`src/design/pewt_table.sv`:
```
// Entry table: one write port, one registered read port, per-entry valid flags.
`default_nettype none
module pewt_table #(
  parameter int DEPTH = 16,
  parameter int WIDTH = 8
) (
  input  wire logic                                   clk,
  input  wire logic                                   rst,
  input  wire logic                                   we,
  input  wire logic [(DEPTH > 1 ? $clog2(DEPTH) : 1)-1:0] waddr,
  input  wire logic [WIDTH-1:0]                       wdata,
  input  wire logic [(DEPTH > 1 ? $clog2(DEPTH) : 1)-1:0] raddr,
  output logic                                        rvalid,
  output logic [WIDTH-1:0]                            rdata
);

  logic [WIDTH-1:0] mem [DEPTH];
  logic [DEPTH-1:0] vld;

  always_ff @(posedge clk) begin
    if (rst) begin
      vld <= '0;
    end else if (we) begin
      vld[waddr] <= 1'b1;
    end
  end

  always_ff @(posedge clk) begin
    if (we) begin
      mem[waddr] <= wdata;
    end
    rdata  <= mem[raddr];
    rvalid <= vld[raddr];
  end

endmodule
`default_nettype wire

```
`config.mk`:
```
export PLATFORM = sky130hd
export DESIGN_NAME = pewt_table
export DESIGN_NICKNAME = d
export VERILOG_FILES = /design/src/design/pewt_table.sv
export SDC_FILE = /design/constraint.sdc
export NUM_CORES = 1
export LEC_CHECK = 0
export ABC_AREA = 0
export ABC_CLOCK_PERIOD_IN_PS = 2850
export BUFFER_PORTS_ARGS = -buffer_cell sky130_fd_sc_hd__buf_2
export CAP_MARGIN = 20
export CORE_MARGIN = 2
export CORE_UTILIZATION = 55
export DETAILED_ROUTE_END_ITERATION = 10
export GPL_TIMING_DRIVEN = 0
export PLACE_DENSITY = 0.73
export SLEW_MARGIN = 20
export SYNTH_ARGS = -nofsm -noshare
export SYNTH_HDL_FRONTEND = slang
export SYNTH_SLANG_ARGS = --single-unit
```
`constraint.sdc`:
```
create_clock -name clk -period 2.85 [get_ports clk]
set_clock_uncertainty 0.05 [all_clocks]
set_input_delay 0.7125 -clock clk [delete_from_list [all_inputs] [get_ports clk]]
set_output_delay 0.7125 -clock clk [all_outputs]
set_load 0.05 [all_outputs]
```
**Yosys cells after proc, flatten, opt, wreduce, memory -nomap -nowiden**

Memories as Yosys holds them, arrays and structs flattened. A register that Yosys moved wholly into a read port is not among the register bits.
Index checks and enable logic that the tools add are counted.

- Flip-flop bits (word level): 17
- Bits in writable memories: 128
- Output and inout bits: 9
- Memories: 1
- Bits of input ports: 19

Memory list:

| name | depth | bits a word | rd ports | clocked after memory_dff | wr ports | line | text |
|---|---|---|---|---|---|---|---|
| mem | 16 | 8 | 1 | 1 | 1 | 17 | `logic [WIDTH-1:0] mem [DEPTH];` |

- Magnitude comparators: 3
- Multiplexer cells: 6
- Reduce and logical (&&, ||, !) cells: 1
- Bitwise logic cells: 1

Operators by type and width:

| cell | count |
|---|---|
| $or A16 B16 Y16 | 1 |
| $lt A4 B5 Y1 const B | 2 |
| $bmux W1 S4 | 1 |
| $demux W1 S4 | 1 |
| $ge A4 B1 Y1 const B | 1 |
| $mux W1 | 4 |
| $logic_and A1 B1 Y1 | 1 |

**Longest topological paths before layout**

- Depth in word-level cells: 5
- Depth in mapped cells: 5

**Worst setup path after synthesis**

OpenSTA, ideal clock, no wires.

- Kind: input -> register
- Start point: in waddr[2] (netlist name)
- End point: mem mem[0][0], enable pin
- Stages: 2
- Slack: 594 ps
- Setup time: 383 ps
- Arrival time: 1822 ps
- Cells stage by stage: or3b_2 nor3_1

RTL lines:

| what | line | text |
|---|---|---|
| from (decl) | 10 | `input wire logic [(DEPTH > 1 ? $clog2(DEPTH) : 1)-1:0] waddr,` |
| to (decl) | 17 |  |

Straight into the memory's write port.

**Worst setup path in the final report**

- Start point: in waddr[0] (netlist name)
- End point: mem mem[7][3], enable pin

Straight into the memory's write port.

==> qor.yml <==
outcome: "completed"
cts_made_buffers: 17
max_stage_delay_ns: 0.78
hold_depth: 2
drc: 0
ys_seq_elements: 153
period_share_pct: 76.5
dp_hpwl_um: 7210
final_common_cell: "edfxtp_1"
synthSimpleGateAreaFrac_pct: 4.72
synthFlopType: "edfxtp_1"
seq_area_frac_synth_pct: 74.5
finalNonFillerCells: 489
vias: 3025
hold_viol: 0
drv_slew: 0
reg2reg_depth: 3
tightest_slew_ns: 0.966
grt_max_degree: 17
ys_warn_count: 0
powerDensity_mw_per_mm2: 756
cts_root_buf: "clkbuf_8"
path_depth: 4
met3_usage_pct: 5.47
drtIter0Drc: 241
ys_async_sr_fraction_pct: 0
fillers: 690
die_y_um: 107
netlist_area_sq_mm: 0.00583
synth_top_family_by_area: "multiplexers"
tritoncts: "built"
antenna_found_initial: 0
nets: 360
min_to: "vld[1]"
busiest_layer: "met2"
pre_cts_ws_ns: 0.131
period_minus_slack_ns: 2.18
io_buffers: 24
layout-drive-gt1-share_pct: 25.2
ant_nets: 0
syn_avg_cell_area_sq_um: 19.6
synth_nets: 316
wl_per_cell_um: 23.5
worstPathRequired_ns: 2.93
hold_start: "vld[1]"
max-slew-margin-rel_pct: 35.3
rows: 37
maxCapViolCount: 0
core_area_sq_mm: 0.0103
worst_ep_arrival_time_ns: 2.26
synth_edf_count: 128
initial_core_util_pct: 56.5
slowest_stage: "nor2_1"
grt_pass1_vias: 3007
grtUsageTotal_pct: 21.7
cp_cell_sequence: "buf_2 -> clkbuf_1 -> nand2_1 -> nor2_1"
finalSetupViolCount: 0
leakage_nw: 2.32
grt_setup_unrepaired: "no"
end_kind: "flop"
worst_r2r_endpoint: "rdata[3]"
critPathMaxFanout: 10
firstDrtPassIters: 5
diodes: 0
critPathBufInv: 2
insertion_delay_ns: 0.51
cts_resized: 0
place_congestion: 0.840
finalWirelength_um: 11500
overflow: 0
reg2reg_from: "mem[3][3]"
netlist_instances: 297
dieWidth_um: 107
rrSetupSlack_ns: 1.42
grt_first_pass_wirelength_um: 17200
layout_common_cells: "128 x edfxtp_1, 30 x nor2_1, 26 x buf_2, 25 x dfxtp_1, 20 x mux4_2"
synthDistinctLibCells: 28
io-pin-count: 28
clock_sinks: 153
fp.dieArea_sq_mm: 0.0114
cp-start-kind: "primary input"
clock_path_buffers: 2
grtUsageMet2_pct: 34.7
syn_to_final_growth_pct: 16.1
max-vdd-ir-drop_v: 0.000371
synth-compound-area-share_pct: 3.78
min_path_type: "reg2reg"
vias_per_cell: 6.19
cpLargestDelayFamily: "simple AND/OR/NAND/NOR gates"
synth_xor_area_share_pct: 0
use_met1_pct: 30.0
h-tree-depth: 4
max_freq_mhz: 459
synth_fa_ha_area_share_pct: 0
postCtsSetupBuffers: 0
cts_hold_buf: 0
synthMuxAreaShare_pct: 14.9
fin_tns_setup_ns: 0
setup_slack_ns: 0.671
path_class: "in2reg"
clkSlewWorstSetupHoldPaths_ns: 0.06
numPlacedInstances: 458
worst max-delay path by stage:
| stage | from | slack (ns) | endpoint |
|---|---|---|---|
| finish | waddr[0] | 0.67 | mem[7][3] |
| global route | waddr[1] | 0.55 | mem[7][3] |
| detailed placement | waddr[1] | 0.13 | mem[7][0] |
| global placement | waddr[2] | -0.008 | mem[0][4] |
| CTS | waddr[1] | 0.65 | mem[7][3] |
| floorplan | waddr[2] | 0.59 | mem[0][0] |
worst register-to-register path, cell delays in order (launching register included):
cell	delay [ns]
edfxtp_1	0.39
mux4_2	0.50
a22oi_1	0.27
nand2_1	0.11
state kept, by name (all words and copies together) (netlist names):
name and flops:
vld 16, rdata 8, rvalid 1, mem 128
per-stage QoR:
| step | hold slack [ns] | total power, mW | utilization (%) | cell area [sq um] |
|---|---|---|---|---|
| 2_1_floorplan | 0.378 | 2.73 | - | 5830 |
| 3_3_place_gp | 0.394 | 2.82 | 59.3 | 6120 |
| 3_5_place_dp | 0.406 | 2.84 | 59.6 | 6150 |
| 4_1_cts | 0.421 | 5.14 | 65.6 | 6770 |
| 5_1_grt | 0.447 | 5.24 | 65.6 | 6770 |
| 6_report | 0.420 | 5.12 | 65.6 | 6770 |
layer usage:
layer	wire length, um	vias to the layer above
li1	-	1308
met1	4770	1574
met2	5830	123
met3	690	20
met4	198	0
met5	0	-
power by group:
part	internal, mW	switching (mW)	total, mW	leakage, nW
Combinational	0.103	0.191	0.295	0.661
Clock	1.50	0.830	2.33	0.302
Sequential	2.48	0.0141	2.49	1.36
cells by family (layout without fill, tap and decap cells):
| logic type | after synthesis | after routing |
|---|---|---|
| compound gates | 34 | 34 |
| buf+inv | 15 | 71 |
| flops | 153 | 153 |
| mux | 36 | 36 |
| simple gates | 59 | 59 |
area by class of cell:
| cell class | count | area [sq um] | area share, % |
|---|---|---|---|
| Multi-Input combinational cell | 129 | 1390 | 20.5 |
| Sequential cell | 153 | 4340 | 64.2 |
| Clock buffer | 18 | 418 | 6.17 |
| Tap cell | 136 | 170 | 2.51 |
| Timing Repair Buffer | 25 | 128 | 1.89 |
| Clock inverter | 13 | 203 | 2.99 |
| Buffer | 15 | 121 | 1.79 |
cell usage after synthesis, types with 3 or more instances:
| cell | n | area (sq um) |
|---|---|---|
| a22oi_1 | 18 | 135 |
| mux4_2 | 20 | 450 |
| edfxtp_1 | 128 | 3840 |
| dfxtp_1 | 25 | 500 |
| a31oi_1 | 4 | 25.0 |
| nand2_1 | 10 | 37.5 |
| mux4_1 | 16 | 420 |
| a21oi_1 | 12 | 60.1 |
| nor2_1 | 30 | 113 |
| clkbuf_1 | 5 | 18.8 |
| nor3_1 | 4 | 20.0 |
| nor2b_1 | 3 | 18.8 |
| buf_6 | 3 | 33.8 |
(Power assumes the default switching activity.)
