[config.mk]
export PLATFORM = sky130hd
export DESIGN_NAME = pewt_seq
export DESIGN_NICKNAME = d
export VERILOG_FILES = /design/src/design/pewt_pkg.sv /design/src/design/pewt_seq.sv
export SDC_FILE = /design/constraint.sdc
export NUM_CORES = 1
export LEC_CHECK = 0
export BUFFER_PORTS_ARGS = -buffer_cell sky130_fd_sc_hd__buf_4
export CAP_MARGIN = 20
export CORE_AREA = 2 2 376 378
export CTS_CLUSTER_SIZE = 10
export DETAILED_ROUTE_END_ITERATION = 8
export DIE_AREA = 0 0 378 380
export PLACE_DENSITY_LB_ADDON = 0.05
export RECOVER_POWER = 25
export SETUP_SLACK_MARGIN = 0.02
export SLEW_MARGIN = 20
export SYNTH_ARGS = -nofsm -noshare
export SYNTH_HDL_FRONTEND = slang
export SYNTH_SLANG_ARGS = --single-unit
[constraint.sdc]
create_clock -name clk -period 7.9 [get_ports clk]
set_input_delay 1.975 -clock clk [delete_from_list [all_inputs] [get_ports clk]]
set_output_delay 1.975 -clock clk [all_outputs]
set_load 0.02 [all_outputs]
[src/design/pewt_pkg.sv]
// Shared types and constants for the ECAM and window translator.
`default_nettype none
package pewt_pkg;

  localparam int CONTROLLERS_DEF = 16;
  localparam int RANGES_DEF      = 64;

  localparam logic [1:0] KIND_LOAD_CTRL = 2'd0;
  localparam logic [1:0] KIND_LOAD_WIN  = 2'd1;
  localparam logic [1:0] KIND_CONFIG    = 2'd2;
  localparam logic [1:0] KIND_TRANSLATE = 2'd3;

  localparam logic [1:0] SPACE_MEM32 = 2'd2;
  localparam logic [1:0] SPACE_MEM64 = 2'd3;

  typedef struct packed {
    logic [1:0]  kind;
    logic [5:0]  index;
    logic [15:0] segment;
    logic [7:0]  bus;
    logic [7:0]  bus_last;
    logic [4:0]  slot;
    logic [2:0]  function_req;
    logic [11:0] offset;
    logic [63:0] base_address;
    logic [63:0] pci_address;
    logic [63:0] window_size;
    logic [1:0]  win_space;
  } req_t;

  typedef struct packed {
    logic [63:0] address;
    logic        found;
  } rsp_t;

  typedef struct packed {
    logic [15:0] segment;
    logic [7:0]  bus_first;
    logic [7:0]  bus_last;
    logic [63:0] base;
  } ctrl_entry_t;

  typedef struct packed {
    logic [63:0] pci_base;
    logic [63:0] cpu_base;
    logic [63:0] size;
    logic [1:0]  space;
  } win_entry_t;

  typedef struct packed {
    logic load;
    logic win;
  } unit_ctl_t;

  typedef struct packed {
    logic        hit;
    logic [63:0] sum;
  } unit_res_t;

endpackage
`default_nettype wire

[src/design/pewt_seq.sv]
// Sequencer: handshakes, table writes, entry scan and result capture.
`default_nettype none
module pewt_seq #(
  parameter int CONTROLLERS = pewt_pkg::CONTROLLERS_DEF,
  parameter int RANGES      = pewt_pkg::RANGES_DEF
) (
  input  wire logic                  clk,
  input  wire logic                  rst,
  input  wire logic                  req_valid,
  output logic                       req_ready,
  input  wire pewt_pkg::req_t        req,
  output logic                       rsp_valid,
  input  wire logic                  rsp_ready,
  output pewt_pkg::rsp_t             rsp,
  output logic                       c_we,
  output logic [(CONTROLLERS > 1 ? $clog2(CONTROLLERS) : 1)-1:0] c_waddr,
  output pewt_pkg::ctrl_entry_t      c_wdata,
  output logic [(CONTROLLERS > 1 ? $clog2(CONTROLLERS) : 1)-1:0] c_raddr,
  output logic                       w_we,
  output logic [(RANGES > 1 ? $clog2(RANGES) : 1)-1:0] w_waddr,
  output pewt_pkg::win_entry_t       w_wdata,
  output logic [(RANGES > 1 ? $clog2(RANGES) : 1)-1:0] w_raddr,
  output pewt_pkg::unit_ctl_t        ctl,
  output pewt_pkg::req_t             job,
  input  wire pewt_pkg::unit_res_t   res
);

  localparam int CAW  = CONTROLLERS > 1 ? $clog2(CONTROLLERS) : 1;
  localparam int RAW  = RANGES > 1 ? $clog2(RANGES) : 1;
  localparam int MAXN = RANGES > CONTROLLERS ? RANGES : CONTROLLERS;
  localparam int SW   = $clog2(MAXN + 1);
  localparam logic [SW-1:0] C_LIM = SW'(CONTROLLERS);
  localparam logic [SW-1:0] R_LIM = SW'(RANGES);

  localparam logic [1:0] ST_IDLE   = 2'd0;
  localparam logic [1:0] ST_SCAN   = 2'd1;
  localparam logic [1:0] ST_FINISH = 2'd2;

  logic [1:0]    state;
  logic [SW-1:0] cnt;
  logic          win;
  logic          v1;
  logic          v2;
  logic          issue;
  logic          accept;
  logic          c_ok;
  logic          w_ok;
  logic [8:0]    idx_ext;
  logic [63:0]   res_addr;
  logic          res_found;

  assign req_ready = (state == ST_IDLE);
  assign accept    = req_valid && req_ready;
  assign issue     = (state == ST_SCAN) && (cnt < (win ? R_LIM : C_LIM));

  assign idx_ext = 9'(req.index);
  assign c_ok    = 32'(req.index) < CONTROLLERS;
  assign w_ok    = 32'(req.index) < RANGES;

  assign c_we    = accept && (req.kind == pewt_pkg::KIND_LOAD_CTRL) && c_ok;
  assign c_waddr = idx_ext[CAW-1:0];
  assign c_wdata = '{segment: req.segment, bus_first: req.bus, bus_last: req.bus_last,
                     base: req.base_address};
  assign w_we    = accept && (req.kind == pewt_pkg::KIND_LOAD_WIN) && w_ok;
  assign w_waddr = idx_ext[RAW-1:0];
  assign w_wdata = '{pci_base: req.pci_address, cpu_base: req.base_address,
                     size: req.window_size, space: req.win_space};

  assign c_raddr  = cnt[CAW-1:0];
  assign w_raddr  = cnt[RAW-1:0];
  assign ctl.load = v1;
  assign ctl.win  = win;

  always_ff @(posedge clk) begin
    if (rst) begin
      state     <= ST_IDLE;
      rsp_valid <= 1'b0;
      v1        <= 1'b0;
      v2        <= 1'b0;
    end else begin
      v1 <= issue;
      v2 <= v1;
      if ((state == ST_FINISH) && (!rsp_valid || rsp_ready)) begin
        rsp_valid <= 1'b1;
      end else if (rsp_ready) begin
        rsp_valid <= 1'b0;
      end
      case (state)
        ST_IDLE: begin
          if (accept) begin
            if ((req.kind == pewt_pkg::KIND_LOAD_CTRL) ||
                (req.kind == pewt_pkg::KIND_LOAD_WIN)) begin
              state <= ST_FINISH;
            end else begin
              state <= ST_SCAN;
            end
          end
        end
        ST_SCAN: begin
          if (!issue && !v1 && !v2) begin
            state <= ST_FINISH;
          end
        end
        ST_FINISH: begin
          if (!rsp_valid || rsp_ready) begin
            state <= ST_IDLE;
          end
        end
        default: begin
          state <= ST_IDLE;
        end
      endcase
    end
  end

  always_ff @(posedge clk) begin
    if (accept) begin
      job <= req;
      win <= (req.kind == pewt_pkg::KIND_TRANSLATE);
      cnt <= '0;
      case (req.kind)
        pewt_pkg::KIND_LOAD_CTRL: begin
          res_found <= c_ok;
          res_addr  <= '0;
        end
        pewt_pkg::KIND_LOAD_WIN: begin
          res_found <= w_ok;
          res_addr  <= '0;
        end
        pewt_pkg::KIND_TRANSLATE: begin
          res_found <= 1'b0;
          res_addr  <= req.pci_address;
        end
        default: begin
          res_found <= 1'b0;
          res_addr  <= '0;
        end
      endcase
    end else if (state == ST_SCAN) begin
      if (issue) begin
        cnt <= cnt + SW'(1);
      end
      if (v2 && res.hit && !res_found) begin
        res_found <= 1'b1;
        res_addr  <= res.sum;
      end
    end
    if ((state == ST_FINISH) && (!rsp_valid || rsp_ready)) begin
      rsp.address <= res_addr;
      rsp.found   <= res_found;
    end
  end

endmodule
`default_nettype wire

==> Word level (Yosys, flattened, before mapping) <==
Cells that the tools add are included.
Widths: inputs -> output; s select.
{ "word_totals": {"register_bits": 397, "latch_bits": 0, "ramBits": 0, "romBits": 0, "in_bits": 323, "output_inout_bits": 635, "word_cells": 73, "n_memories": 0} }
{ "op_classes": {"add_sub_neg": 1, "n_mul": 0, "div_mod_pow": 0, "order_cmp": 2, "n_eq_ne": 7, "shifts": 0, "mux": 16, "bitwise_logic": 0, "n_reduce_logical": 25} }
{ "op_table": {"columns": ["op", "count"], "rows": [
  ["$mux 64", 4],
  ["$logic_and 1x1->1", 10],
  ["$mux 2", 4],
  ["$add 7x1->7 const B", 1],
  ["$lt 7x7->1", 1],
  ["$mux 7", 1],
  ["$lt 6x5->1 const B", 1],
  ["$ne 2x1->1 const B", 3],
  ["$pmux 2 s3", 1],
  ["$reduce_bool 2->1", 3],
  ["$logic_not 1->1", 5],
  ["$mux 1", 5],
  ["$eq 2x1->1 const B", 2],
  ["$eq 2x2->1 const B", 2],
  ["$logic_not 2->1", 2],
  ["$reduce_and 2->1", 2],
  ["$reduce_and 3->1", 1],
  ["$logic_or 1x1->1", 2],
  ["$pmux 1 s2", 1]
]} }

==> Longest topological paths before layout <==
{ "depth": {"depth_word": 8, "mapped_depth": 7} }

==> Worst setup path before layout <==
No wires, ideal clock.
{ "synth_timing": {"path_kind": "input -> register", "from": "in req_valid", "to": "reg res_found, data pin", "t_arrival_ns": 5.568, "setup_slack_ns": 1.894, "stages": 4, "n_path_buf": 1, "path_cell_list": "nand2_1 > inv_2 > buf_2 > o21ai_0"} }
{ "synth_between": {"elab_chain_cells": 2} }
{ "synth_lines": {"columns": ["item", "line_no", "rtl"], "rows": [
  ["start: declaration", "pewt_seq.sv:9", "input wire logic req_valid,"],
  ["$logic_and 1x1->1", "pewt_seq.sv:53", "assign accept = req_valid && req_ready;"],
  ["via accept", "pewt_seq.sv:45", "logic accept;"],
  ["$mux 1", "pewt_seq.sv:117", "if (accept) begin"],
  ["end signal: assignment", "pewt_seq.sv:123", "res_found <= c_ok;"],
  ["end signal: assignment", "pewt_seq.sv:127", "res_found <= w_ok;"],
  ["end: declaration", "pewt_seq.sv:50", "logic res_found;"]
]} }
The timed path passes the listed nets, and every way through them passes these cells.
A chain may end at the register's enable or synchronous reset.

==> Final worst setup path <==
{ "layout_timing": {"from": "in req[253] (netlist name)", "to": "out c_we"} }
{ "layout_between": {"elab_chain_cells": 3} }
{ "layout_lines": {"columns": ["item", "line_no", "rtl"], "rows": [
  ["start: declaration", "pewt_seq.sv:11", "input wire pewt_pkg::req_t req,"],
  ["$logic_not 2->1", "pewt_seq.sv:60", "assign c_we = accept && (req.kind == pewt_pkg::KIND_LOAD_CTRL) && c_ok;"],
  ["$logic_and 1x1->1 (2 in a row)", "pewt_seq.sv:60", null],
  ["end: declaration", "pewt_seq.sv:15", "output logic c_we,"]
]} }
Every way passes these cells.

==> results.md <==
* Top-count cell post-synth: edfxtp_1
* Max Clk Rate at between 0.15 and 0.2 GHz
* Die Area at between 100000 and 150000 sq um
* Unrepaired setup endpoints after global routing: no
* Hold crit path type: register to register
* GRT Overall Usage at about a tenth
* Total clock sinks at around 400
* Global routing usage on met3 at 3.94%
* Placed Area at approximately 23000 sq um
* Layout area overhead at 52.3%
* Final Max Tran Viols at 47
* First-pass DRT Iterations at 4
* Peak VDD IR at around 0.15 mV
* Clk buf depth at 3
* Number of global-route vias before repair at 11030
* Setup violators final at 0
* Starting DRT DRC Count at 285
* Synth cell count leaders: edfxtp_1 (385), buf_4 (312), nand2_1 (133)
* Mapped Area at roughly 15000 sq um
* Final antenna-violating net count at 0
* Syn nets at between 1000 and 1500
* Die Wd at ~380 um
* Via-to-Cell Ratio at roughly 2.8
* Failing checks: capacitance limit, slew limit
* CTS tree: built
* Hold-fix buffer count after cts at 0
* Initial core utilization at roughly 11%
* Vias at 10167
* Leakage dissipation at around 9.1 nW
* # H-tree levels at 2
* Die H at around 380 um
* Post-cts resize count at 0
* GRT met2 Usage at ~17%
* # DRC at 0
* CP Cell Sequence: clkbuf_1, nor4b_1, buf_4
* I/O pins at roughly 960
* Crit path max fanout at 8
* Max-slew headroom at -42.1%
* Post-Synth Simple-Gate Area at under 10%
* Max-cap violations at 2
* Clock Skew at around 0.025 ns
* Worst setup margin at 2.77 ns
* Biggest area consumer among synthesized cells: edfxtp_1
* Worst EP required at 5.93 ns
* Synth top area cells: edfxtp_1 (75%), buf_4 (15%), nand2_1 (3.2%)
* Clock root cell: clkbuf_16
* Gpl congestion at 0.729
* Endpoints failing hold at 0
* Netlist cell types at 35
* Crit Path Class: primary input to output pin
* Setup TNS Final at 0 ns
* #FFs+latches synth at a little under 400
* Synth Area in Adders at less than 1%
* Total detailed-routing wirelength at a little over 70 mm
* Congestion Overflow GR at 0
* GRT met1 Usage at 9.27%
* Reg clk slew, reported paths at 0.06 ns
* Core Box Area at between 100000 and 150000 sq um
* Initial antenna violation count at 12
* Critical path arrival at around 3.2 ns
* Setup crit end kind: output pin
* HPWL Detailed at roughly 54 mm
* Final Util at 16.9%
* Final min period at 5.13 ns
* Number of enable flip-flop cells after synthesis at 385
* Actual slew at the worst max-slew pin at approximately 2.1 ns
* Slowest-stage cell, CP: nor4b_1
* Largest family of logic cells by synthesized area: buffers and inverters
* Synth warn at 0
* TritonCTS Buffers at 57
* Gr busiest metal: met2
* Sequential share of the synthesized area at 76.4%
* Clk_lat worst skew at 0.63 ns
* Critical Path Max Stage Delay at between 0.5 and 0.6 ns
* Final instance area at 23500 sq um
* Share of the synthesized area in the top cell type at between 70% and 80%
* Drt wl/cell at just under 20 um
* Dpl ws at 2.78 ns
* Worst setup SP type: primary input
* Row count at 137
* Port Buffers at ~960
* Largest net degree at the start of global routing at about 110
* Fin crit share at around two thirds
* Outcome: finished with violations
* Synthesized instance count at 982
* Async SR Flop Fraction at 0%
* Fraction of layout cells with a size suffix above 1 at between 40% and 50%
* First-pass GRT wire length at approximately 93 mm
* Post-CTS setup repair buffer count at 0
* NumNets Final at roughly 2000
* Compound-Gate Fraction of Synth Area at 0.470%
* Xor/xnor cell area share of the yosys netlist at 0.283%
* Main synth FF type: edfxtp_1
* Avg Inst Size Synth at between 15 and 20 sq um
* Power Dens Cells at approximately 280 nW/um^2
* Mux contribution to synthesized area at less than 1%
## final timing paths
kind           startpoint            to  slack (ns)  depth (start not counted)
min          res_addr[61]       rsp[62]        0.41                          0
max reg2reg      state[1]  res_addr[10]        4.19                          7
max              req[253]          c_we        2.77                          3
min reg2reg  res_addr[61]       rsp[62]        0.41                          0
## cells by family (layout without fill, tap and decap cells)
| family | after synthesis | in the layout |
|---|---|---|
| flip-flops | 397 | 397 |
| buffers and inverters | 339 | 1076 |
| AND/OR/NAND/NOR | 227 | 227 |
| AO/OA/AOI/OAI | 11 | 11 |
| XOR/XNOR | 5 | 5 |
| adder cells (fa/ha/maj) | 2 | 2 |
| multiplexers | 1 | 1 |
| other | 0 | 4 |
## layout by cell type, fill, tap and decap left out, drive strengths merged, types with 5 or more instances in the layout
cell,netlist,layout
dfxtp,12,12
nor2,10,10
nand3,67,67
nand2,133,133
nor3,6,6
xnor2,5,5
buf,328,710
inv,5,7
clkbuf,6,326
edfxtp,385,385
clkinv,0,28
## stage by stage
step                cells  hold slack (ns)  power, mW
finish               3599            0.411       6.56
global route         3597            0.422       6.90
CTS                  3595            0.412       6.86
detailed placement   3491            0.405       4.33
global placement     3491            0.400       4.33
floorplan             982            0.400       3.56
## sequential cells by signal, indices dropped and copies added (netlist names)
signal	flops
cnt	7
job	254
res_addr	64
res_found	1
rsp	65
rsp_valid	1
state	2
v1	1
v2	1
win	1
## power by group
part | total [mW] | internal, mW | switching [mW]
clock network | 2.41 | 1.38 | 1.03
registers | 2.77 | 2.69 | 0.0800
logic | 1.38 | 0.449 | 0.927
total | 6.56 | 4.52 | 2.04
## per-layer routing
layer | share of wire, % | vias up
li1 | - | 4582
met1 | 34 | 4930
met2 | 53 | 555
met3 | 10 | 96
met4 | 2.8 | 4
met5 | 0.038 | -
## layout make-up
type | instances | area (sq um)
inverter | 5 | 26.3
multi-input combinational | 246 | 1210
sequential | 397 | 11800
clock buffer | 69 | 1470
timing repair buffer | 967 | 6450
clock inverter | 35 | 228
antenna | 4 | 10.0
fill | 15544 | 116000
tap | 1876 | 2350
## critical path, delay by kind of cell
family,cells,cell delay (ns)
buf+inv,2,0.57
simple gates,1,0.59
Power figures use the tool's default switching activity.
