## config.mk

```make
export PLATFORM = sky130hd
export DESIGN_NAME = pewt_match_unit
export DESIGN_NICKNAME = d
export VERILOG_FILES = /design/src/design/pewt_pkg.sv /design/src/design/pewt_match_unit.sv
export SDC_FILE = /design/constraint.sdc
export NUM_CORES = 1
export LEC_CHECK = 0
export ABC_AREA = 1
export BUFFER_PORTS_ARGS = -buffer_cell sky130_fd_sc_hd__buf_2
export CORE_AREA = 8 8 233 235
export DETAILED_ROUTE_END_ITERATION = 12
export DIE_AREA = 0 0 241 243
export HOLD_SLACK_MARGIN = 0.15
export PLACE_DENSITY = 0.72
export SLEW_MARGIN = 20
export SYNTH_ARGS = -nofsm -noshare
export SYNTH_HDL_FRONTEND = slang
export SYNTH_SLANG_ARGS = --single-unit
export TNS_END_PERCENT = 1
```

## constraint.sdc

```tcl
create_clock -name clk -period 3.05 [get_ports clk]
set_input_delay 0.4575 -clock clk [delete_from_list [all_inputs] [get_ports clk]]
set_output_delay 0.4575 -clock clk [all_outputs]
set_load 0.02 [all_outputs]
```

## src/design/pewt_pkg.sv

```systemverilog
// Shared types and constants for the ECAM and window translator.
`default_nettype none
package pewt_pkg;

  localparam int CONTROLLERS_DEF = 16;
  localparam int RANGES_DEF      = 64;

  localparam logic [1:0] KIND_LOAD_CTRL = 2'd0;
  localparam logic [1:0] KIND_LOAD_WIN  = 2'd1;
  localparam logic [1:0] KIND_CONFIG    = 2'd2;
  localparam logic [1:0] KIND_TRANSLATE = 2'd3;

  localparam logic [1:0] SPACE_MEM32 = 2'd2;
  localparam logic [1:0] SPACE_MEM64 = 2'd3;

  typedef struct packed {
    logic [1:0]  kind;
    logic [5:0]  index;
    logic [15:0] segment;
    logic [7:0]  bus;
    logic [7:0]  bus_last;
    logic [4:0]  slot;
    logic [2:0]  function_req;
    logic [11:0] offset;
    logic [63:0] base_address;
    logic [63:0] pci_address;
    logic [63:0] window_size;
    logic [1:0]  win_space;
  } req_t;

  typedef struct packed {
    logic [63:0] address;
    logic        found;
  } rsp_t;

  typedef struct packed {
    logic [15:0] segment;
    logic [7:0]  bus_first;
    logic [7:0]  bus_last;
    logic [63:0] base;
  } ctrl_entry_t;

  typedef struct packed {
    logic [63:0] pci_base;
    logic [63:0] cpu_base;
    logic [63:0] size;
    logic [1:0]  space;
  } win_entry_t;

  typedef struct packed {
    logic load;
    logic win;
  } unit_ctl_t;

  typedef struct packed {
    logic        hit;
    logic [63:0] sum;
  } unit_res_t;

endpackage
`default_nettype wire

```

## src/design/pewt_match_unit.sv

```systemverilog
// Shared match and address unit: subtract and test, then compare and add.
`default_nettype none
module pewt_match_unit (
  input  wire logic                 clk,
  input  wire pewt_pkg::unit_ctl_t  ctl,
  input  wire pewt_pkg::req_t       job,
  input  wire logic                 c_valid,
  input  wire pewt_pkg::ctrl_entry_t c_entry,
  input  wire logic                 w_valid,
  input  wire pewt_pkg::win_entry_t w_entry,
  output pewt_pkg::unit_res_t       res
);

  logic [63:0] op_a;
  logic [63:0] op_b;
  logic [64:0] diff;
  logic        ok;
  logic        mem_space;

  logic        s_ok;
  logic        s_win;
  logic [63:0] s_delta;
  logic [63:0] s_base;
  logic [63:0] s_size;
  logic [63:0] addend;

  assign op_a = ctl.win ? job.pci_address : 64'(job.bus);
  assign op_b = ctl.win ? w_entry.pci_base : 64'(c_entry.bus_first);
  assign diff = {1'b0, op_a} - {1'b0, op_b};

  assign mem_space = (w_entry.space == pewt_pkg::SPACE_MEM32) ||
                     (w_entry.space == pewt_pkg::SPACE_MEM64);

  always_comb begin
    if (ctl.win) begin
      ok = w_valid && mem_space && !diff[64];
    end else begin
      ok = c_valid && (c_entry.segment == job.segment) && !diff[64] &&
           (job.bus <= c_entry.bus_last);
    end
  end

  always_ff @(posedge clk) begin
    if (ctl.load) begin
      s_ok    <= ok;
      s_win   <= ctl.win;
      s_delta <= diff[63:0];
      s_base  <= ctl.win ? w_entry.cpu_base : c_entry.base;
      s_size  <= w_entry.size;
    end
  end

  assign addend  = s_win ? s_delta
                         : {36'd0, s_delta[7:0], job.slot, job.function_req, job.offset};
  assign res.hit = s_ok && (!s_win || (s_delta < s_size));
  assign res.sum = s_base + addend;

endmodule
`default_nettype wire

```

# After elaboration in Yosys (flattened, before gate mapping)
# Index checks and enable logic that the tools add are counted.
dict set report word_totals {
  ff_bits 194
  latch_bits 0
  ram_bits 0
  rom_bits 0
  input_bits 549
  output_inout_bits 65
  word_cells 27
  mem_count 0
}
dict set report op_classes {
  n_addsub 2
  mul 0
  div 0
  magnitude_cmp 2
  eq_ne 3
  shift 0
  muxes 5
  bitwise 0
  reduce_logical 10
}
# operator n
set ops {}
lappend ops {{$mux W64} 4}
lappend ops {{$sub A64 B64 Y65} 1}
lappend ops {{$add A64 B64 Y64} 1}
lappend ops {{$lt A64 B64 Y1} 1}
lappend ops {{$eq A16 B16 Y1} 1}
lappend ops {{$le A8 B8 Y1} 1}
lappend ops {{$logic_and A1 B1 Y1} 6}
lappend ops {{$eq A2 B2 Y1 const B} 2}
lappend ops {{$logic_not A1 Y1} 2}
lappend ops {{$logic_or A1 B1 Y1} 2}
lappend ops {{$mux W1} 1}

# Depth between registers and ports, before layout
# Gate-level depths: netlist of the first run.
dict set report depth {
  word_depth 6
  depth_mapped 20
  mapped_depth_nobuf 18
}

# Worst setup path after synthesis of the first run
# Ideal clock, no wire load.
dict set report synth_path {
  path_kind {flip-flop to output port}
  startpoint {register s_win}
  endpoint {output port res[26] in the netlist's numbering}
  t_arrival_ns 2.672
  t_required_ns 2.592
  slack_ns -0.079
  stages_incl_launch_ff 13
  n_path_buf 3
  cell_sequence {edfxtp_1 -> buf_2 -> buf_1 -> clkbuf_1 -> a21oi_1 -> ha_1 -> a21oi_1 -> nand2_2 -> nand2_2 -> nand2_4 -> a21oi_2 -> o21ai_2 -> xor2_1}
}
# item line
set synth_rtl {}
lappend synth_rtl {{start: declaration} pewt_match_unit.sv:21} ;# logic s_win;
lappend synth_rtl {{start signal: assignment} pewt_match_unit.sv:46} ;# s_win <= ctl.win;
lappend synth_rtl {{end: declaration} pewt_match_unit.sv:11} ;# output pewt_pkg::unit_res_t res

==> results of run 1 <==
## worst max path at each step
| stage | startpoint | to | slack, ps |
|---|---|---|---|
| after floorplan | s_win | res[48] | -70 |
| after global placement | s_win | res[34] | -270 |
| after detailed placement | s_win | res[34] | -290 |
| after CTS | s_win | res[39] | -730 |
| after global routing | s_win | res[60] | -880 |
| final | s_win | res[48] | -720 |
## power by group through the flow
stage               Combinational (mW)  Clock, mW  Sequential, mW
floorplan                         3.79          0            3.49
global placement                  7.10          0            3.62
detailed placement                7.16          0            3.62
CTS                               7.51       2.32            3.57
global route                      8.74       2.40            3.61
finish                            8.08       2.26            3.59
## worst max-delay path: stages, from the launching register on
cell	delay [ps]
edfxtp_1	460
buf_4	190
clkbuf_16	160
buf_4	160
nor2_4	120
a21oi_4	50
ha_4	290
buf_4	120
nand3_1	80
nand2_2	170
a21oi_4	80
buf_6	140
o21ai_4	180
nand3_1	120
nand3_2	100
xor2_2	220
buf_6	160
## layout make-up
type,instances,area (sq um),share of cell area [%]
Sequential cell,194,5826,20.15
Antenna cell,2,5.005,0.01731
Inverter,500,1877,6.490
Multi-Input combinational cell,2267,13110,45.32
Clock inverter,14,136.4,0.4716
Tap cell,680,850.8,2.942
Timing Repair Buffer,987,6686,23.12
Clock buffer,18,429.2,1.484
## metal layers
layer	wire length (um)	global-route usage, %	part of all wire [%]	vias to the layer above
met2	38690	45.56	45	838
met4	2548	9.241	3.0	2
li1	-	-	-	11580
met5	13	0	0.015	-
met3	5993	3.898	7.0	109
met1	38070	37.99	45	10430
## what timing repair did
action | CTS | global route
hold endpoints to repair | 62 | 0
pin swaps | 3 | 26
gates cloned | 0 | 1
resized for setup | 79 | 147
setup buffers | 1 | 8
hold buffers | 62 | 0
endpoints found under the setup margin | 61 | 62
## kinds of logic (layout without fill, tap and decap cells)
| logic type | count (synthesis) | count (layout) |
|---|---|---|
| buffers and inverters | 538 | 1519 |
| xor gates and xnor gates | 88 | 88 |
| other | 0 | 2 |
| AOI/OAI and AO/OA | 442 | 442 |
| DFF | 194 | 194 |
| adders and majority gates | 200 | 200 |
| muxes | 18 | 18 |
| and+or+nand+nor | 1519 | 1519 |
## cell usage in the layout, fill, tap and decap left out, drive strengths merged
| cell type | synthesis | layout |
|---|---|---|
| o22ai | 2 | 2 |
| nand3 | 123 | 123 |
| clkinvlp | 0 | 1 |
| nor4 | 6 | 6 |
| fa | 2 | 2 |
| a21oi | 235 | 235 |
| diode | 0 | 2 |
| inv | 500 | 509 |
| dlygate4sd3 | 0 | 62 |
| buf | 7 | 924 |
| o21ai | 153 | 153 |
| mux2 | 12 | 12 |
| or2 | 3 | 3 |
| nand3b | 13 | 13 |
| nor2 | 357 | 357 |
| nand4 | 27 | 27 |
| nand2 | 947 | 947 |
| o211ai | 5 | 5 |
| a31oi | 5 | 5 |
| clkinv | 0 | 4 |
| o21a | 3 | 3 |
| mux2i | 6 | 6 |
| and2 | 6 | 6 |
| ha | 198 | 198 |
| edfxtp | 194 | 194 |
| nor3 | 36 | 36 |
| clkbuf | 31 | 19 |
| xnor2 | 14 | 14 |
| a21o | 9 | 9 |
| and3 | 1 | 1 |
| a211oi | 1 | 1 |
| o2111ai | 2 | 2 |
| o21bai | 21 | 21 |
| a21boi | 6 | 6 |
| xor2 | 74 | 74 |
## metrics by stage
step                      setup TNS, ps  utilization, %  cells
after floorplan                   -1052               -   2999
after global placement            -5075           52.55   4556
after detailed placement          -6081           52.55   4556
after CTS                        -34380           55.63   4651
after global routing             -44220           57.05   4661
final                            -35520           57.06   4662
## sequential cells by signal, summed over array words and instances (netlist names)
name     cells
s_base      64
s_delta     64
s_ok         1
s_size      64
s_win        1
==> results.json, run 1 <==
{
  "hp-start": "c_entry[2]",
  "pin_count": 614,
  "grt_setup_unrepaired": "true",
  "synth_top_family_by_area": "simple AND/OR/NAND/NOR gates",
  "end_kind": "output port",
  "outcome": "complete, but fails checks",
  "vias": 22960,
  "yosys_warnings": 0,
  "stdcell_area_sq_um": 28920,
  "synthXorXnorAreaFrac_pct": 3.834,
  "syn-num-nets": 3748,
  "synthArstFlopShare_pct": 0,
  "dp_hpwl_um": 72530,
  "drt_iter0_drc": 1714,
  "synth-seq-cells": 194,
  "path_clk_slew_ps": 80,
  "cts-root-buf": "clkbuf_16",
  "critPathKind": "flip-flop to output port",
  "grt_pass1_wl_um": 125200,
  "setup_viol": 61,
  "hp-class": "primary input to flip-flop",
  "grt_max_degree": 66,
  "post-route-min-period_ps": 3774,
  "place_ws_ps": -286.5,
  "fin_total_pwr_mw": 13.93,
  "avgSynthCellArea_sq_um": 6.703,
  "timing.hold.ws_ps": 215.0,
  "yosysTopAreaCell": "edfxtp_1",
  "rows": 83,
  "synth_mux_area_share_pct": 0.9710,
  "area_delta_synth_final_pct": 43.85,
  "hold_violations": 0,
  "synth_edf_count": 194,
  "power_frac_comb_pct": 58.0,
  "synthCells": 2999,
  "ant_nets": 0,
  "gp_congestion": 1.017,
  "synth_compound_area_share_pct": 12.12,
  "cts_made_buffers": 17,
  "grt_pass1_vias": 22710,
  "dieArea_sq_um": 58560,
  "irDropWorstVdd_uv": 465.5,
  "drcViolationCount": 0,
  "worst_hold_path.endpoint": "s_base[2]",
  "grt_overflow": 0,
  "cp.arrival_ps": 3320,
  "synth_fa_ha_area_share_pct": 12.52,
  "netlist.area_leader.share_pct": 28.98,
  "htree_levels": 4,
  "cts_tree": "yes",
  "drive_above_1_share_pct": 30.60,
  "p_int_mw": 7.903,
  "p_sw_mw": 6.023,
  "clk_path_buf_depth": 2,
  "synthTopCellsByArea": "edfxtp_1 29%, nand2_1 17%, ha_1 12%",
  "synthesis.area_sq_um": 20100,
  "synth_commonest_cells": "913 x nand2_1, 480 x inv_1, 323 x nor2_1, 225 x a21oi_1, 198 x ha_1",
  "fin_ws_ps": -723.8,
  "viasPerCell": 4.924,
  "seq_power_share_pct": 25.8,
  "violations": "setup timing",
  "nNetsFinal": 4716,
  "grt_usage_pct": 28.09,
  "synthSimpleGateAreaFrac_pct": 31.51,
  "cp_max_fo": 13,
  "timing.final.crit_share_pct": 123.7,
  "routedWlPerCell_um": 18.30,
  "cellPowerDensity_nw_per_um2": 481.6,
  "drt_wl_total_um": 85320,
  "yosysSeqAreaShare_pct": 28.98,
  "die_h_um": 243,
  "cts_sinks": 194,
  "start_kind": "flip-flop",
  "min_path_cells": 3,
  "swShare_pct": 43.25,
  "coreArea_sq_um": 50680,
  "antenna_found_initial": 2,
  "drv_cap": 0,
  "fillers": 4962,
  "worstMarginPinSlew_ps": 767.7,
  "dr.pass1.iters": 6,
  "fmax_ghz": 0.2650,
  "ys.flop_type": "edfxtp_1",
  "start_util_pct": 39.67,
  "synthMostInstantiatedCell": "nand2_1",
  "placed_cell_area_sq_um": 26630,
  "power_frac_clock_pct": 16.2,
  "cp.required_ps": 2590,
  "report.final.slew_viol_count": 0,
  "p_leak_nw": 14.87,
  "ys_types": 47,
  "io_buffers": 466,
  "die_w_um": 241,
  "slew_headroom_pct": 48.82
}
(Power assumes the default switching activity.)
==> run 2, diff against run 1 <==
ABC_AREA = default   (was 1)
PLACE_DENSITY = 0.64   (was 0.72)
clock period = 4.31 ns   (was 3.05 ns; I/O delays follow)
==> run 2 against run 1 <==
  * The flow still finishes with violations (setup timing)
  * Synthesized cell count shrank 39%
  * Die area unchanged
  * Wire length shrank 25%
  * Global-route usage decreased by 7.0 points
  * Area after synthesis down 13%
  * Critical path type unchanged
  * Largest cell class unchanged
  * Largest power group unchanged
==> results.json, run 2 <==
{
  "outcome": "complete, but fails checks",
  "violations": "setup timing",
  "ant_nets": 0,
  "busiest_layer": "met2",
  "synthesis.area_sq_um": 17510,
  "clk_path_buf_depth": 2,
  "nNetsFinal": 3201,
  "hp-class": "primary input to flip-flop",
  "fin_total_pwr_mw": 8.777,
  "startpoint": "s_win",
  "synthCells": 1843,
  "irDropWorstVdd_uv": 270.1,
  "drt_iter0_drc": 1107,
  "finish.utilization_pct": 45.88,
  "path_depth": 17,
  "grt_pass1_vias": 16700,
  "top_regs": "s_base: 64 flops, s_delta: 64 flops, s_size: 64 flops",
  "yosys_warnings": 0,
  "cts_sinks": 194,
  "grt_setup_unrepaired": "true",
  "start_util_pct": 34.55,
  "drv_cap": 0,
  "hold_violations": 0,
  "yosysTopAreaCell": "edfxtp_1",
  "drive_above_1_share_pct": 36.92,
  "pin_count": 614,
  "cp.required_ps": 3660,
  "holdBufCountCts": 0,
  "vias": 16080,
  "grt_use_met3_pct": 4.680,
  "yosysSeqAreaShare_pct": 33.27,
  "cts-root-buf": "clkbuf_16",
  "cp_max_fo": 7,
  "drt_wl_total_um": 63590,
  "routedWlPerCell_um": 20.18,
  "grt_pass1_wl_um": 95610,
  "synthMostInstantiatedCell": "ha_1",
  "cpMaxStageDelayCell": "or4_4",
  "drcViolationCount": 0,
  "cts_tree": "yes",
  "ys_types": 83,
  "dr.pass1.iters": 5,
  "p_leak_nw": 10.65,
  "cts_made_buffers": 17,
  "end_kind": "output port",
  "crit_end": "res[62]",
  "worstMarginPinSlew_ps": 768.4,
  "fin_ws_ps": -488.5,
  "fmax_ghz": 0.2084,
  "slew_headroom_pct": 48.77,
  "coreArea_sq_um": 50680,
  "critPathKind": "flip-flop to output port",
  "synthTopCellsByArea": "edfxtp_1 33%, ha_1 14%, mux2_2 6.5%",
  "fillers": 4872,
  "dieArea_sq_um": 58560,
  "area_delta_synth_final_pct": 32.80,
  "path_cells": "buf_6 > buf_16 > mux2_4 > ha_4 > and3_4 > buf_6 > nand2_2 > or4_4 > a2111oi_4 > o21ai_4 > nand2_4 > a211oi_4 > buf_4 > o21a_1 > o21ai_2 > xor2_1 > buf_4",
  "synth-seq-cells": 194,
  "post-route-min-period_ps": 4799,
  "start_kind": "flip-flop",
  "grt_max_degree": 92,
  "gp_congestion": 0.9098,
  "cp.arrival_ps": 4150,
  "die_w_um": 241,
  "rows": 83,
  "path_clk_slew_ps": 80,
  "htree_levels": 4,
  "antenna_found_initial": 8,
  "cpPeakStageDelay_ps": 510,
  "grt_usage_pct": 21.11,
  "dp_hpwl_um": 54220,
  "io_buffers": 466,
  "syn-num-nets": 2592,
  "synthArstFlopShare_pct": 0,
  "layout_commonest_cell": "buf_2",
  "crit_family": "compound AO/OA/AOI/OAI gates",
  "timing.final.crit_share_pct": 111.3,
  "viasPerCell": 5.102,
  "grt_overflow": 0,
  "cp_num_buf_inv": 5,
  "ys.flop_type": "edfxtp_1",
  "die_h_um": 243,
  "synth_commonest_cells": "198 x ha_1, 194 x edfxtp_1, 165 x a21oi_1, 161 x nand2_1, 108 x inv_1",
  "avgSynthCellArea_sq_um": 9.500,
  "cellPowerDensity_nw_per_um2": 377.5,
  "grtUsageMet1_pct": 30.17,
  "layout_common_cells": "430 x buf_2, 218 x buf_4, 194 x edfxtp_1",
  "setup_viol": 36,
  "use_met2_pct": 31.46,
  "netlist.area_leader.share_pct": 33.27,
  "synth_edf_count": 194,
  "report.final.slew_viol_count": 0
}
[run 2: cell count changes after synthesis, moves of 60 or more]
cell     before  now
mux2_2       12  101
inv_1       480  108
a21o_1        9   97
nand3_1     111   22
and2_1        6  102
nand2_1     913  161
xnor2_1      14   87
nor2_1      323   73
a21oi_1     225  165
[run 2: layout make-up]
type,instances,area (sq um),area share (%)
Sequential cell,194,5826,25.05
Inverter,108,405.4,1.743
Antenna cell,6,15.01,0.06457
Clock buffer,20,436.7,1.878
Multi-Input combinational cell,1465,11530,49.61
Timing Repair Buffer,666,4045,17.40
Clock inverter,12,138.9,0.5973
Tap cell,680,850.8,3.659
[run 2: kinds of logic after synthesis]
logic type,after synthesis,synth area share (%)
flops,194,33.27
buf+inv,184,4.009
simple gates,513,15.04
compound gates,507,19.53
mux,112,7.125
xor+xnor,133,6.653
fa+ha+maj,200,14.38
[run 2: what timing repair did]
| action | CTS | global route |
|---|---|---|
| pin swaps | 48 | 16 |
| setup buffers | 13 | 4 |
| setup endpoints to repair | 41 | 43 |
| gates resized for setup | 118 | 34 |
| endpoints found under the hold margin | 0 | 0 |
| cloned | 1 | 0 |
[run 2: how the worst min path moves through the flow]
stage | startpoint | end | slack, ps | cells past startpoint
5_1_grt | w_entry[64] | s_size[62] | 320 | 1
4_1_cts | w_entry[64] | s_size[62] | 310 | 1
3_3_place_gp | w_entry[55] | s_size[53] | 830 | 1
2_1_floorplan | w_entry[2] | s_size[0] | 750 | 0
6_report | w_entry[64] | s_size[62] | 350 | 1
3_5_place_dp | w_entry[3] | s_size[1] | 820 | 1
[run 2: through the flow]
| step | hold WS, ps | cell area (sq um) | cells | TNS [ps] | setup slack, ps |
|---|---|---|---|---|---|
| final | 350.2 | 23250 | 3151 | -10850 | -488.5 |
| after global placement | 825.2 | 21820 | 3096 | -2191 | -215.0 |
| after CTS | 311.5 | 23060 | 3141 | -12110 | -498.1 |
| after detailed placement | 824.7 | 21820 | 3096 | -2075 | -209.9 |
| after global routing | 319.5 | 23240 | 3148 | -17920 | -664.3 |
| after floorplan | 745.4 | 17510 | 1843 | -93.82 | -41.85 |
[run 2: layer usage]
layer  up-vias  part of all wire [%]
met1      7489                    48
met2       510                    43
met3        60                   7.4
li1       8016                     -
met4         0                   2.1
met5         -                     0
[run 2: power breakdown]
| part | internal, mW | switching [mW] | leakage, nW |
|---|---|---|---|
| logic | 2.07 | 2.58 | 8.47 |
| clock network | 0.822 | 0.782 | 0.275 |
| registers | 2.37 | 0.153 | 1.90 |
| total | 5.27 | 3.51 | 10.6 |
